==> config.mk <==
export PLATFORM = sky130hd
export DESIGN_NAME = bftb_front
export DESIGN_NICKNAME = d
export VERILOG_FILES = /design/src/hdl/bftb_pkg.sv /design/src/hdl/bftb_front.sv
export SDC_FILE = /design/constraint.sdc
export NUM_CORES = 1
export LEC_CHECK = 0
export BUFFER_PORTS_ARGS = -buffer_cell sky130_fd_sc_hd__buf_2
export CAP_MARGIN = 40
export CORE_MARGIN = 5
export CORE_UTILIZATION = 43
export CTS_CLUSTER_DIAMETER = 100
export CTS_CLUSTER_SIZE = 12
export DETAILED_ROUTE_END_ITERATION = 7
export GPL_TIMING_DRIVEN = 0
export PLACE_DENSITY = 0.78
export REMOVE_ABC_BUFFERS = 1
export SETUP_SLACK_MARGIN = 0.15
export SLEW_MARGIN = 25
export SYNTH_ARGS = -nofsm -noshare
export SYNTH_HDL_FRONTEND = slang
export SYNTH_SLANG_ARGS = --single-unit
export TNS_END_PERCENT = 100
==> constraint.sdc <==
create_clock -name clk -period 10.2 [get_ports clk]
set_clock_uncertainty 0.2 [all_clocks]
set_input_delay 3.06 -clock clk [delete_from_list [all_inputs] [get_ports clk]]
set_output_delay 3.06 -clock clk [all_outputs]
set_load 0.01 [all_outputs]
==> src/hdl/bftb_pkg.sv <==
// Types and constants shared by the text blitter modules.
`default_nettype none

package bftb_pkg;

    localparam int GLYPH_GRID  = 16;
    localparam int GLYPH_ROWS  = 16;
    localparam int ROW_W       = 4;
    localparam int CODE_W      = 8;
    localparam int ADDR_W      = CODE_W + ROW_W;
    localparam int QUEUE_DEPTH = 4;
    localparam int CFG_INDEX_W = 3;
    localparam int CFG_DATA_W  = 32;

    localparam logic OP_LOAD = 1'b0;
    localparam logic OP_DRAW = 1'b1;

    localparam logic [1:0] ALIGN_LEFT   = 2'd0;
    localparam logic [1:0] ALIGN_CENTER = 2'd1;
    localparam logic [1:0] ALIGN_RIGHT  = 2'd2;

    localparam logic [CFG_INDEX_W-1:0] REG_CHAR_WIDTH  = 3'd0;
    localparam logic [CFG_INDEX_W-1:0] REG_CHAR_HEIGHT = 3'd1;
    localparam logic [CFG_INDEX_W-1:0] REG_DEST_WIDTH  = 3'd2;
    localparam logic [CFG_INDEX_W-1:0] REG_DEST_HEIGHT = 3'd3;
    localparam logic [CFG_INDEX_W-1:0] REG_DRAW_COLOR  = 3'd4;
    localparam logic [CFG_INDEX_W-1:0] REG_ALIGNMENT   = 3'd5;

    // Configuration after limiting to the supported ranges.
    typedef struct packed {
        logic [3:0]  cw;
        logic [4:0]  ch;
        logic [10:0] dw;
        logic [10:0] dh;
        logic [31:0] color;
        logic [1:0]  align;
    } cfg_t;

    // Command passed from the front end to the back end.
    typedef struct packed {
        logic              op;
        logic [CODE_W-1:0] code;
        logic [ROW_W-1:0]  grow;
        logic [7:0]        bits;
        logic [13:0]       pen_x;
        logic [11:0]       pen_y;
    } cmd_t;

endpackage

`default_nettype wire

==> src/hdl/bftb_front.sv <==
// Front end: accepts items, places the pen and queues load and draw commands.
`default_nettype none

module bftb_front (
    input  wire logic         clk,
    input  wire logic         rst_n,
    input  bftb_pkg::cfg_t    cfg,
    input  wire logic         in_valid,
    output logic              in_stall,
    input  wire logic         operation,
    input  wire logic [7:0]   character_code,
    input  wire logic [3:0]   glyph_row,
    input  wire logic [7:0]   row_bits,
    input  wire logic         first_of_string,
    input  wire logic [11:0]  pos_x,
    input  wire logic [11:0]  pos_y,
    input  wire logic [7:0]   string_length,
    input  wire logic         q_full,
    output logic              push,
    output bftb_pkg::cmd_t    cmd
);

    logic [13:0] pen_x_reg, pen_x_next;
    logic [11:0] pen_y_reg, pen_y_next;
    logic [11:0] span;
    logic [11:0] offset;
    logic [13:0] start_x;
    logic [13:0] pen_x_eff;
    logic [11:0] pen_y_eff;

    assign in_stall = q_full;
    assign push     = in_valid && !q_full;

    always_comb
    begin
        span = 12'(string_length) * 12'(cfg.cw);
        unique case (cfg.align)
            bftb_pkg::ALIGN_CENTER: offset = span >> 1;
            bftb_pkg::ALIGN_RIGHT:  offset = span;
            default:                offset = '0;
        endcase
        start_x   = {{2{pos_x[11]}}, pos_x} - {2'b00, offset};
        pen_x_eff = first_of_string ? start_x : pen_x_reg;
        pen_y_eff = first_of_string ? pos_y : pen_y_reg;

        pen_x_next = pen_x_reg;
        pen_y_next = pen_y_reg;
        if (push && (operation == bftb_pkg::OP_DRAW))
        begin
            pen_x_next = pen_x_eff + {10'd0, cfg.cw};
            pen_y_next = pen_y_eff;
        end

        cmd.op    = operation;
        cmd.code  = character_code;
        cmd.grow  = glyph_row;
        cmd.bits  = row_bits;
        cmd.pen_x = pen_x_eff;
        cmd.pen_y = pen_y_eff;
    end

    always_ff @(posedge clk or negedge rst_n)
    begin
        if (!rst_n)
        begin
            pen_x_reg <= '0;
            pen_y_reg <= '0;
        end
        else
        begin
            pen_x_reg <= pen_x_next;
            pen_y_reg <= pen_y_next;
        end
    end

endmodule

`default_nettype wire

### Word level (Yosys, flattened, before mapping)

Index checks and enable logic that the tools add are counted.

* register bits: 26
* input port bits: 123
* output and inout bits: 49
* logic and storage cells: 13

* mux-type cells: 3
* $add $sub $neg: 2
* multipliers: 1
* reduce and logical (&&, ||, !) cells: 3
* equal/unequal tests: 2

Operators by type and width (count)
* one-hot mux 12 bit (2 select lines): 1
* adder 14 x 4 -> 14 bit: 1
* two-way mux 14 bit: 1
* subtractor 12 x 13 -> 14 bit: 1
* multiplier 8 x 4 -> 12 bit: 1
* two-way mux 12 bit: 1
* equality test 2 x 1 -> 1 bit (second input constant): 1
* equality test 2 bit (second input constant): 1
* logical AND 1 bit: 2
* logical NOT 1 bit: 1

### Logic depth before layout (Yosys ltp)

* word-level depth: 5
* mapped depth: 23
* gate-level depth less buffers: 23

### Worst setup path after synthesis

Ideal clock, no wire load.

* path kind: in2out
* start: input cfg[64] (netlist name)
* end: output cmd[24] (netlist name)
* stages: 20
* arrival time: 7.359 ns
* required time: 6.940 ns
* path buffers: 0
* setup slack: -0.419 ns
* cells stage by stage: nand2_1 > fa_1 > fa_1 > inv_1 > ha_1 > a21o_1 > a21oi_1 > o21bai_1 > a21oi_1 > xnor2_1 > a22oi_1 > or2_2 > ha_1 > or2_1 > a21o_1 > a41oi_2 > nor2b_1 > or4_1 > and3_4 > inv_1

RTL lines
* from (decl): line bftb_front.sv:7 `input bftb_pkg::cfg_t cfg,`
* to (decl): line bftb_front.sv:20 `output bftb_pkg::cmd_t cmd`

==> flow_summary.ini <==
[clock_tree]
cts-root-buf = clkbuf_8
htree_levels = 1
clk_path_buf_depth = 2
cts_buffers = 3
path_clk_slew_ns = 0.09
cts_hold_buffers = 0
clkLatencyLatePin_ns = 0.28
cts.sinks = 26
cts_tree = done

[sta]
fin_hold_ws_ns = 0.280
setup_viol = 8
fmax_ghz = 0.0927
finalWorstSetupSlack_ns = -0.588
worst_slew_pin_slew_ns = 0.734
drv_slew = 0
rsz0062_at_grt = true
period_needed_ns = 10.79
hold_viol = 0
post-route-period-util = 1.06
slew-limit-headroom = 0.510

[critical_path]
r2r_cells = 10
critical_path.cell_chain = buf_12, nand2_4, fa_1, fa_1, inv_2, ha_4, a21o_1, a21oi_2, o21bai_1, a21oi_2, buf_4, o21ai_4, buf_4, a31oi_1, xnor2_1, a22oi_1, ha_2, nor2b_2, or4_4, and3_4, inv_4, buf_6
slowest_stage = fa_1
cp_max_fo = 5
crit_arrival_ns = 7.53
setup.worst_path.class = primary input to output port
worst_setup_path_end_kind = output port
critPathMaxStageDelay_ns = 0.55
worst_ep_required_time_ns = 6.94
cp-start-kind = primary input

[finish]
drive_gt1_frac = 0.456
final_nets = 680
largest_register_ffs = 14
final_area_um2 = 4810
syn_to_final_growth_pct = 42.3
n_antenna_cell = 0

[power_and_ir_drop]
peakVddDrop_mv = 0.0848
p_leak_nw = 2.29
power_density_nw_per_um2 = 153
total_power_w = 0.000736

[floorplan]
design.core.area_um2 = 7690
die_w_um = 98.7
die-area_um2 = 9730
rows = 32
io-pin-count = 172
initial_core_util = 0.440
die_y_um = 98.7

[placement]
io_buffers = 72
dp_hpwl_um = 6700
post_dp_cell_area_um2 = 3660
gp_congestion = 0.810

[grt]
grt_usage = 0.190
overflow = 0
grt_pass1_wl_um = 15400
antenna_found_initial = 0
grt_use_met2 = 0.335
use_met3 = 0.0488
grt_start_max_net_pins = 33
grt_pass1_vias = 3302
use_met1 = 0.236
grt.busiest_layer = met2

[synthesis]
synth.avg_cell_area_um2 = 8.26
synth_edf_count = 0
synth-async-reset-ratio = 1.00
netlist_area_um2 = 3380
synth_warnings = 0
syn_inst = 409
ys_seq_area_frac = 0.193
synthDistinctLibCells = 51
ys_ff_latch = 26
synth_flop_cell = dfrtp_1

[drt]
vias = 3313
drc = 0
postRouteAntennaNets = 0
drtIter0Drc = 125
finalWirelength_um = 10400
drtPass1Iterations = 4
avgRoutedWirePerCell_um = 17.1
vias_per_cell = 5.44

[min_path]
min_path_cells = 2
min_path_type = register to register

[outcome]
status = finished, violations left
failed_checks = setup timing

[job]
cap_viol_max_count = 0
-- critical path: cells and delay by family --
| family | cells | cell delay (ns) |
|---|---|---|
| xor+xnor | 1 | 0.12 |
| simple gates | 4 | 0.90 |
| fa+ha+maj | 4 | 1.55 |
| compound gates | 7 | 1.25 |
| buf+inv | 6 | 0.63 |
-- routing by layer --
layer  wire [um]  vias up  share of wire
li1            -     1557              -
met1        4120     1639           0.40
met2        5640      101           0.54
met3         509       16          0.049
met4         138        0          0.013
met5           0        -              0
-- logic make-up (layout without fill, tap and decap cells) --
| kind of cell | after synthesis | after routing | share of synthesized area |
|---|---|---|---|
| compound gates | 83 | 83 | 0.170 |
| simple gates | 139 | 139 | 0.204 |
| flops | 26 | 26 | 0.193 |
| buf+inv | 72 | 170 | 0.104 |
| fa+ha+maj | 49 | 49 | 0.213 |
| xor+xnor | 22 | 22 | 0.0570 |
| mux | 18 | 18 | 0.0592 |
-- Yosys cell counts, types with 3 or more instances --
master     n  share of area
nor4_1     3         0.0056
nor2b_1    6          0.011
inv_1     37          0.041
mux2_2    16          0.053
xor2_1     4          0.010
clkbuf_1  10          0.011
a211oi_1   3         0.0067
nand2b_1   4         0.0074
o21bai_1   4         0.0089
buf_4     22          0.049
a21o_1    12          0.027
nand2_1   67          0.074
dfrtp_1   26           0.19
or2_2      9          0.017
a21oi_1   16          0.024
nand3_1    4         0.0059
fa_1      14          0.083
ha_1      35           0.13
nor2_1    11          0.012
a31oi_1    6          0.011
or4_1      3         0.0067
and2_1    22          0.041
a22oi_1   10          0.022
o21ai_0   14          0.021
o31ai_1    3         0.0067
xnor2_1   18          0.047
-- report_power, final --
| group | internal, W | switching (W) |
|---|---|---|
| combinational | 0.000257 | 0.000245 |
| sequential | 0.000131 | 0.0000146 |
| clock | 0.0000526 | 0.0000356 |
-- area by class of cell --
cell class                      instances  area (um^2)
Clock inverter                          1         30.0
Clock buffer                            3         41.3
Tap cell                              102          128
Multi-Input combinational cell        311         2850
Inverter                               38          145
Fill cell                             607         2880
Sequential cell                        26          651
Timing Repair Buffer                  128          968
-- layout by cell type, fill, tap and decap left out, types with 6 or more instances in the layout --
cell,Yosys,routed
a21o_1,12,12
a21oi_1,16,9
a22oi_2,0,6
and2_1,22,19
buf_2,0,58
buf_4,22,43
buf_6,0,20
dfrtp_1,26,26
fa_1,14,13
ha_1,35,24
ha_4,0,9
inv_1,37,26
inv_2,0,10
mux2_2,16,14
nand2_1,67,63
nor2_1,11,9
o21ai_0,14,12
or2_4,0,6
xnor2_1,18,13
-- stage by stage --
stage	util	std cells	setup TNS (ns)	worst slack [ns]
2_1_floorplan	-	375	-0.963	-0.416
3_3_place_gp	0.476	549	-5.69	-1.04
5_1_grt	0.626	609	-4.24	-0.757
3_5_place_dp	0.476	549	-6.69	-1.23
4_1_cts	0.566	581	-1.39	-0.473
6_report	0.626	609	-2.74	-0.588
-- path summary, 6_finish.rpt --
| kind | from | to | slack (ns) |
|---|---|---|---|
| worst max-delay path | cfg[64] | cmd[24] | -0.59 |
| worst min-delay path | pen_y_reg[0]$_DFFE_PN0P_ | pen_y_reg[0]$_DFFE_PN0P_ | 0.28 |
| worst max register to register | pen_x_reg[1]$_DFFE_PN0P_ | pen_x_reg[13]$_DFFE_PN0P_ | 7.39 |
| worst min register to register | pen_y_reg[0]$_DFFE_PN0P_ | pen_y_reg[0]$_DFFE_PN0P_ | 0.28 |
| max in group asynchronous | rst_n | pen_y_reg[9]$_DFFE_PN0P_ | 6.82 |
| min in group asynchronous | rst_n | pen_y_reg[7]$_DFFE_PN0P_ | 2.58 |
-- repair_timing --
item | in CTS | in global routing
setup buffers | 28 | 25
resized for setup | 86 | 46
setup endpoints to repair | 10 | 10
cloned | 0 | 1
pin swaps | 52 | 53
Note: power is estimated with default switching activity, not from simulation.
