**src/hdl/bftb_pkg.sv**
```systemverilog
// Types and constants shared by the text blitter modules.
`default_nettype none

package bftb_pkg;

    localparam int GLYPH_GRID  = 16;
    localparam int GLYPH_ROWS  = 16;
    localparam int ROW_W       = 4;
    localparam int CODE_W      = 8;
    localparam int ADDR_W      = CODE_W + ROW_W;
    localparam int QUEUE_DEPTH = 4;
    localparam int CFG_INDEX_W = 3;
    localparam int CFG_DATA_W  = 32;

    localparam logic OP_LOAD = 1'b0;
    localparam logic OP_DRAW = 1'b1;

    localparam logic [1:0] ALIGN_LEFT   = 2'd0;
    localparam logic [1:0] ALIGN_CENTER = 2'd1;
    localparam logic [1:0] ALIGN_RIGHT  = 2'd2;

    localparam logic [CFG_INDEX_W-1:0] REG_CHAR_WIDTH  = 3'd0;
    localparam logic [CFG_INDEX_W-1:0] REG_CHAR_HEIGHT = 3'd1;
    localparam logic [CFG_INDEX_W-1:0] REG_DEST_WIDTH  = 3'd2;
    localparam logic [CFG_INDEX_W-1:0] REG_DEST_HEIGHT = 3'd3;
    localparam logic [CFG_INDEX_W-1:0] REG_DRAW_COLOR  = 3'd4;
    localparam logic [CFG_INDEX_W-1:0] REG_ALIGNMENT   = 3'd5;

    // Configuration after limiting to the supported ranges.
    typedef struct packed {
        logic [3:0]  cw;
        logic [4:0]  ch;
        logic [10:0] dw;
        logic [10:0] dh;
        logic [31:0] color;
        logic [1:0]  align;
    } cfg_t;

    // Command passed from the front end to the back end.
    typedef struct packed {
        logic              op;
        logic [CODE_W-1:0] code;
        logic [ROW_W-1:0]  grow;
        logic [7:0]        bits;
        logic [13:0]       pen_x;
        logic [11:0]       pen_y;
    } cmd_t;

endpackage

`default_nettype wire

```
**src/hdl/bftb_queue.sv**
```systemverilog
// Short command queue between the front end and the back end.
`default_nettype none

module bftb_queue (
    input  wire logic         clk,
    input  wire logic         rst_n,
    input  wire logic         push,
    input  bftb_pkg::cmd_t    push_cmd,
    output logic              full,
    input  wire logic         pop,
    output bftb_pkg::cmd_t    head,
    output logic              empty
);

    localparam int PTR_W = $clog2(bftb_pkg::QUEUE_DEPTH);
    localparam int CNT_W = $clog2(bftb_pkg::QUEUE_DEPTH + 1);

    bftb_pkg::cmd_t entry_reg [bftb_pkg::QUEUE_DEPTH];
    logic [PTR_W-1:0] wr_ptr_reg, wr_ptr_next;
    logic [PTR_W-1:0] rd_ptr_reg, rd_ptr_next;
    logic [CNT_W-1:0] count_reg, count_next;
    logic do_push, do_pop;

    assign full    = (count_reg == CNT_W'(bftb_pkg::QUEUE_DEPTH));
    assign empty   = (count_reg == '0);
    assign do_push = push && !full;
    assign do_pop  = pop && !empty;
    assign head    = entry_reg[rd_ptr_reg];

    always_comb
    begin
        wr_ptr_next = wr_ptr_reg;
        rd_ptr_next = rd_ptr_reg;
        count_next  = count_reg;
        if (do_push)
        begin
            wr_ptr_next = (wr_ptr_reg == PTR_W'(bftb_pkg::QUEUE_DEPTH - 1)) ? '0
                                                                           : wr_ptr_reg + 1'b1;
        end
        if (do_pop)
        begin
            rd_ptr_next = (rd_ptr_reg == PTR_W'(bftb_pkg::QUEUE_DEPTH - 1)) ? '0
                                                                           : rd_ptr_reg + 1'b1;
        end
        if (do_push && !do_pop)
        begin
            count_next = count_reg + 1'b1;
        end
        else if (do_pop && !do_push)
        begin
            count_next = count_reg - 1'b1;
        end
    end

    always_ff @(posedge clk or negedge rst_n)
    begin
        if (!rst_n)
        begin
            wr_ptr_reg <= '0;
            rd_ptr_reg <= '0;
            count_reg  <= '0;
        end
        else
        begin
            wr_ptr_reg <= wr_ptr_next;
            rd_ptr_reg <= rd_ptr_next;
            count_reg  <= count_next;
        end
    end

    always_ff @(posedge clk)
    begin
        if (do_push)
        begin
            entry_reg[wr_ptr_reg] <= push_cmd;
        end
    end

endmodule

`default_nettype wire

```
**config.mk**
```make
export PLATFORM = sky130hd
export DESIGN_NAME = bftb_queue
export DESIGN_NICKNAME = d
export VERILOG_FILES = /design/src/hdl/bftb_pkg.sv /design/src/hdl/bftb_queue.sv
export SDC_FILE = /design/constraint.sdc
export NUM_CORES = 1
export LEC_CHECK = 0
export BUFFER_PORTS_ARGS = -buffer_cell sky130_fd_sc_hd__buf_2
export CORE_MARGIN = 1
export CORE_UTILIZATION = 51
export CTS_CLUSTER_DIAMETER = 50
export CTS_CLUSTER_SIZE = 30
export DETAILED_ROUTE_END_ITERATION = 8
export HOLD_SLACK_MARGIN = 0.1
export MAX_ROUTING_LAYER = met4
export PLACE_DENSITY = 0.75
export SKIP_CTS_REPAIR_TIMING = 1
export SLEW_MARGIN = 5
export SYNTH_ARGS = -nofsm -noshare
export SYNTH_HDL_FRONTEND = slang
export SYNTH_SLANG_ARGS = --single-unit
```
**constraint.sdc**
```tcl
create_clock -name clk -period 2.3 [get_ports clk]
set_clock_uncertainty 0.05 [all_clocks]
set_input_delay 0.46 -clock clk [delete_from_list [all_inputs] [get_ports clk]]
set_output_delay 0.46 -clock clk [all_outputs]
set_load 0.01 [all_outputs]
```
# Word level (Yosys, flattened, before mapping)
# Memory sizes are Yosys's and may differ from the RTL's.
# Cells that the tools add are included.
# Widths: inputs -> output; s select.
[totals]
ram_bits = 188
output_inout_bits = 49
input_bits = 51
register_bits = 7
wordCells = 27
mem_count = 1
[mem_list]
columns = ["name", "words", "width", "rd", "rd_ports_with_merged_regs", "write_ports", "line_no", "rtl"]
rows = [
  ["entry_reg", 4, 47, 1, 0, 1, "bftb_queue.sv:18", "bftb_pkg::cmd_t entry_reg [bftb_pkg::QUEUE_DEPTH];"],
]
[classes]
add_sub_neg = 4
muxes = 6
n_reduce_logical = 10
eq_ne = 3
[op_table]
columns = ["cell", "n"]
rows = [
  ["$mux 3", 2],
  ["$add 2x1->2 const B", 2],
  ["$eq 2x2->1 const B", 2],
  ["$logic_and 1x1->1", 4],
  ["$logic_not 1->1", 4],
  ["$mux 2", 2],
  ["$add 3x1->3 const B", 1],
  ["$eq 3x3->1 const B", 1],
  ["$logic_not 3->1", 1],
  ["$sub 3x1->3 const B", 1],
  ["$mux 1", 2],
  ["$reduce_bool 2->1", 1],
]

# Longest topological paths before layout
[logic_depth]
ltp_word = 7
mapped_depth = 9
depth_no_buf = 8

# Worst setup path before layout
# OpenSTA, ideal clock, no wires.
[synth_path]
kind = "reg2reg"
from = "reg count_reg[2]"
to = "mem entry_reg[0][0] in the netlist's numbering, enable pin"
path_stages_with_launch = 5
synth_period_minus_slack_ns = 2.443
arrival_ns = 1.984
path_slack_ns = -0.143
t_required_ns = 1.841
setup_ns = 0.409
path_cell_list = "dfrtp_1 -> nor3b_2 -> nor2b_1 -> buf_2 -> and2_1"
[synth_via]
elab_chain_cells = 5
[synth_rtl]
columns = ["element", "line_no", "rtl"]
rows = [
  ["from (decl)", "bftb_queue.sv:21", "logic [CNT_W-1:0] count_reg, count_next;"],
  ["from (signal assigned)", "bftb_queue.sv:67", "count_reg <= count_next;"],
  ["$eq 3x3->1", "bftb_queue.sv:24", "assign full = (count_reg == CNT_W'(bftb_pkg::QUEUE_DEPTH));"],
  ["net full", "bftb_queue.sv:9", "output logic full,"],
  ["$logic_not 1->1", "bftb_queue.sv:26", "assign do_push = push && !full;"],
  ["$logic_and 1x1->1", "bftb_queue.sv:26", ""],
  ["net do_push", "bftb_queue.sv:22", "logic do_push, do_pop;"],
  ["$mux 1", "bftb_queue.sv:73", "if (do_push)"],
  ["$mux 1 (implied by the code)", "bftb_queue.sv:75", "entry_reg[wr_ptr_reg] <= push_cmd;"],
  ["to (decl)", "bftb_queue.sv:18", ""],
]
# The timed path passes the listed nets, and every way through them passes these cells.

==> results by group <==
Run status
  – Status: finished, violations left
  – Failing checks: setup timing

STA
  – Period utilisation layout: 101%
  – Min Clock Period, post-route: 2.32 ns
  – Max Freq: 431 MHz
  – Max Transition Viols Final: 0
  – Transition time at the pin with the least slew margin: 0.354 ns
  – RSZ-0062 raised after global routing: yes
  – Slew margin rel.: 76.4%
  – # setup viols final: 22
  – Final Hold Viols: 0
  – Worst Setup Slack, final: -0.0194 ns

Flow run
  – Number of max-cap violations: 0

Yosys
  – Syn Area/Cell: 25.6 sq um
  – Mapped Cells: 283
  – Register area share after synthesis: 80.3%
  – Dominant synthesized flop cell: edfxtp_1
  – Number of synthesized flops with an enable pin: 188
  – Area share of and/or/nand/nor cells after synthesis: 0.846%
  – Yosys warnings: 0
  – Compound-Gate Fraction of Synth Area: 0.276%
  – Register bit total from synthesis: 195
  – Post-Synth Adder-Cell Area: 1.31%
  – Unique cell type count in the Yosys netlist: 23
  – Largest family of logic cells by synthesized area: multiplexers
  – Synth Area in XOR/XNOR: 0.363%
  – Share of async-settable or async-resettable flops after synthesis: 3.59%
  – Mux contribution to synthesized area: 15.3%
  – Synthesized area: 0.00725 sq mm
  – Syn nets: 341

Drt
  – DR iter-0 viols: 161
  – Vias per inst: 5.34
  – Routed WL per cell: 20.3 microns
  – Final wirelength: 12200 microns
  – # DRC: 0
  – Vias: 3197
  – DRT Pass-1 Iters: 4
  – Final ANT Viol Nets: 0

Setup path
  – Crit path kind: register to output port
  – Crit path cell chain: buf_16 -> mux4_2 -> buf_6
  – Crit-path max cell delay: 0.55 ns
  – Setup crit start: rd_ptr_reg[0]$_DFFE_PN0P_
  – Worst path required time: 1.79 ns
  – FF-to-FF End: count_reg[2]$_DFFE_PN0P_
  – Worst EP arrival: 1.81 ns
  – CP max FO: 15
  – Critical-path top delay cell: mux4_2
  – Startpoint types: register
  – Worst r2r path cells: 7
  – Top Family by Delay on Critical Path: multiplexers
  – Critical Path End Type: output port
  – R2R Setup Slk: 0.19 ns
  – CP bufs+invs: 2
  – Reg2reg start: count_reg[0]$_DFFE_PN0P_

Layout
  – Sequential Area: 0.00583 sq mm
  – Commonest non-fill, non-tap cells in the layout: 188 x edfxtp_1, 70 x buf_2, 47 x mux4_2, 29 x buf_6, 19 x clkbuf_16
  – Synth-to-Final Area Change: 23.3%
  – # nets final: 464
  – Area of the multi-input gates: 0.00132 sq mm
  – Fraction of layout cells with a size suffix above 1: 47.7%
  – Antenna cells: 0
  – Max FFs per register: 188
  – Fill cells: 952
  – Fin area: 0.00893 sq mm
  – Commonest non-fill, non-tap cell in the layout: edfxtp_1

Die
  – Die Area: 0.0147 sq mm
  – Total core area: 0.0139 sq mm
  – IO Count: 100
  – Die Wd: 121 microns
  – Site row count: 43
  – Die Y: 121 microns
  – Starting density of the core: 52.2%

Min path
  – Hold Crit Class: input port to register
  – Hold_sp: push_cmd[3]
  – Min-Delay Path Depth: 1
  – Worst hold endpoint: entry_reg[3][3]$_DFFE_PP_

Placed design
  – # port buffers: 99
  – DP Area: 0.00806 sq mm
  – RePlAce Congestion: 0.759
  – Pre-CTS setup slack: 0.112 ns
  – Detailed placement HPWL: 7220 microns

Pwr
  – VDD IR max: 0.749 mV
  – LEAKAGE: 3.10 nW
  – Pwr Density: 1320 mW/mm^2

Clock network
  – TritonCTS Buffers: 17
  – Clock transition at the registers of the reported paths: 0.07 ns
  – Worst skew pair latency: 0.42 ns
  – Root buf cell: clkbuf_16
  – Maximum clock path buffer count: 2
  – H-tree levels: 4
  – CTS tree: yes
  – Clock sinks: 195

Global routing
  – Overall routing resource usage: 18.1%
  – Initial antenna violation count: 0
  – Largest net degree at the start of global routing: 32
  – Vias in the first global route: 3372
  – Total grt overflow: 0
  – First-pass GRT wire length: 18100 microns
[where the power goes]
group          switching, mW  total (mW)  leakage [nW]  internal, mW
clock                   1.19        3.01         0.297          1.82
sequential             0.240        4.94          1.80          4.70
combinational           1.78        3.85          1.00          2.07
[Yosys cell counts, types with 3 or more instances]
| master | number | share of area, % |
|---|---|---|
| edfxtp_1 | 188 | 78 |
| mux4_2 | 45 | 14 |
| dfrtp_1 | 7 | 2.4 |
| ha_1 | 6 | 1.0 |
| and2_1 | 4 | 0.35 |
| buf_2 | 4 | 0.28 |
| buf_4 | 3 | 0.31 |
| inv_1 | 3 | 0.16 |
[cells by family (layout without fill, tap and decap cells)]
group / after synthesis / count (layout)
DFF: 195 / 195
muxes: 51 / 51
adders and majority gates: 7 / 7
AOI/OAI and AO/OA: 2 / 2
xor gates and xnor gates: 3 / 3
and+or+nand+nor: 10 / 10
buffers and inverters: 15 / 151
[metrics by stage]
step | util, % | hold slack [ns] | power, mW | TNS [ns] | cells
after floorplan | - | 0.114 | 7.12 | 0 | 283
after global placement | 58.1 | 0.259 | 8.25 | 0 | 563
after detailed placement | 58.1 | 0.256 | 8.34 | 0 | 563
after CTS | 62.5 | -0.204 | 11.4 | -1.84 | 595
after global routing | 64.4 | 0.183 | 12.4 | -3.48 | 599
final | 64.4 | 0.199 | 11.8 | -0.181 | 599
[worst max path at each step]
| stage | cells after the start | slack [ns] | end |
|---|---|---|---|
| 3_3_place_gp | 7 | 0.27 | count_reg[2]$_DFFE_PN0P_ |
| 5_1_grt | 3 | -0.10 | head[40] |
| 3_5_place_dp | 7 | 0.11 | count_reg[2]$_DFFE_PN0P_ |
| 6_report | 3 | -0.02 | head[20] |
| 2_1_floorplan | 7 | 0.26 | count_reg[1]$_DFFE_PN0P_ |
| 4_1_cts | 3 | -0.08 | head[20] |
[final cells by class]
type / instances / share of cell area, %
clock inverter: 13 / 2.02
multi-input combinational: 73 / 14.8
inverter: 3 / 0.126
sequential: 195 / 65.2
timing repair buffer: 116 / 10.5
tap: 180 / 2.52
clock buffer: 19 / 4.85
[routing by layer]
metal	up-vias	GRT usage, %	part of all wire (%)
met5	-	-	0
met4	0	7.33	0.81
met3	8	4.93	4.0
met2	79	28.8	53
met1	1661	22.2	42
li1	1449	-	-
No activity file was read; power rests on OpenSTA's default activity.
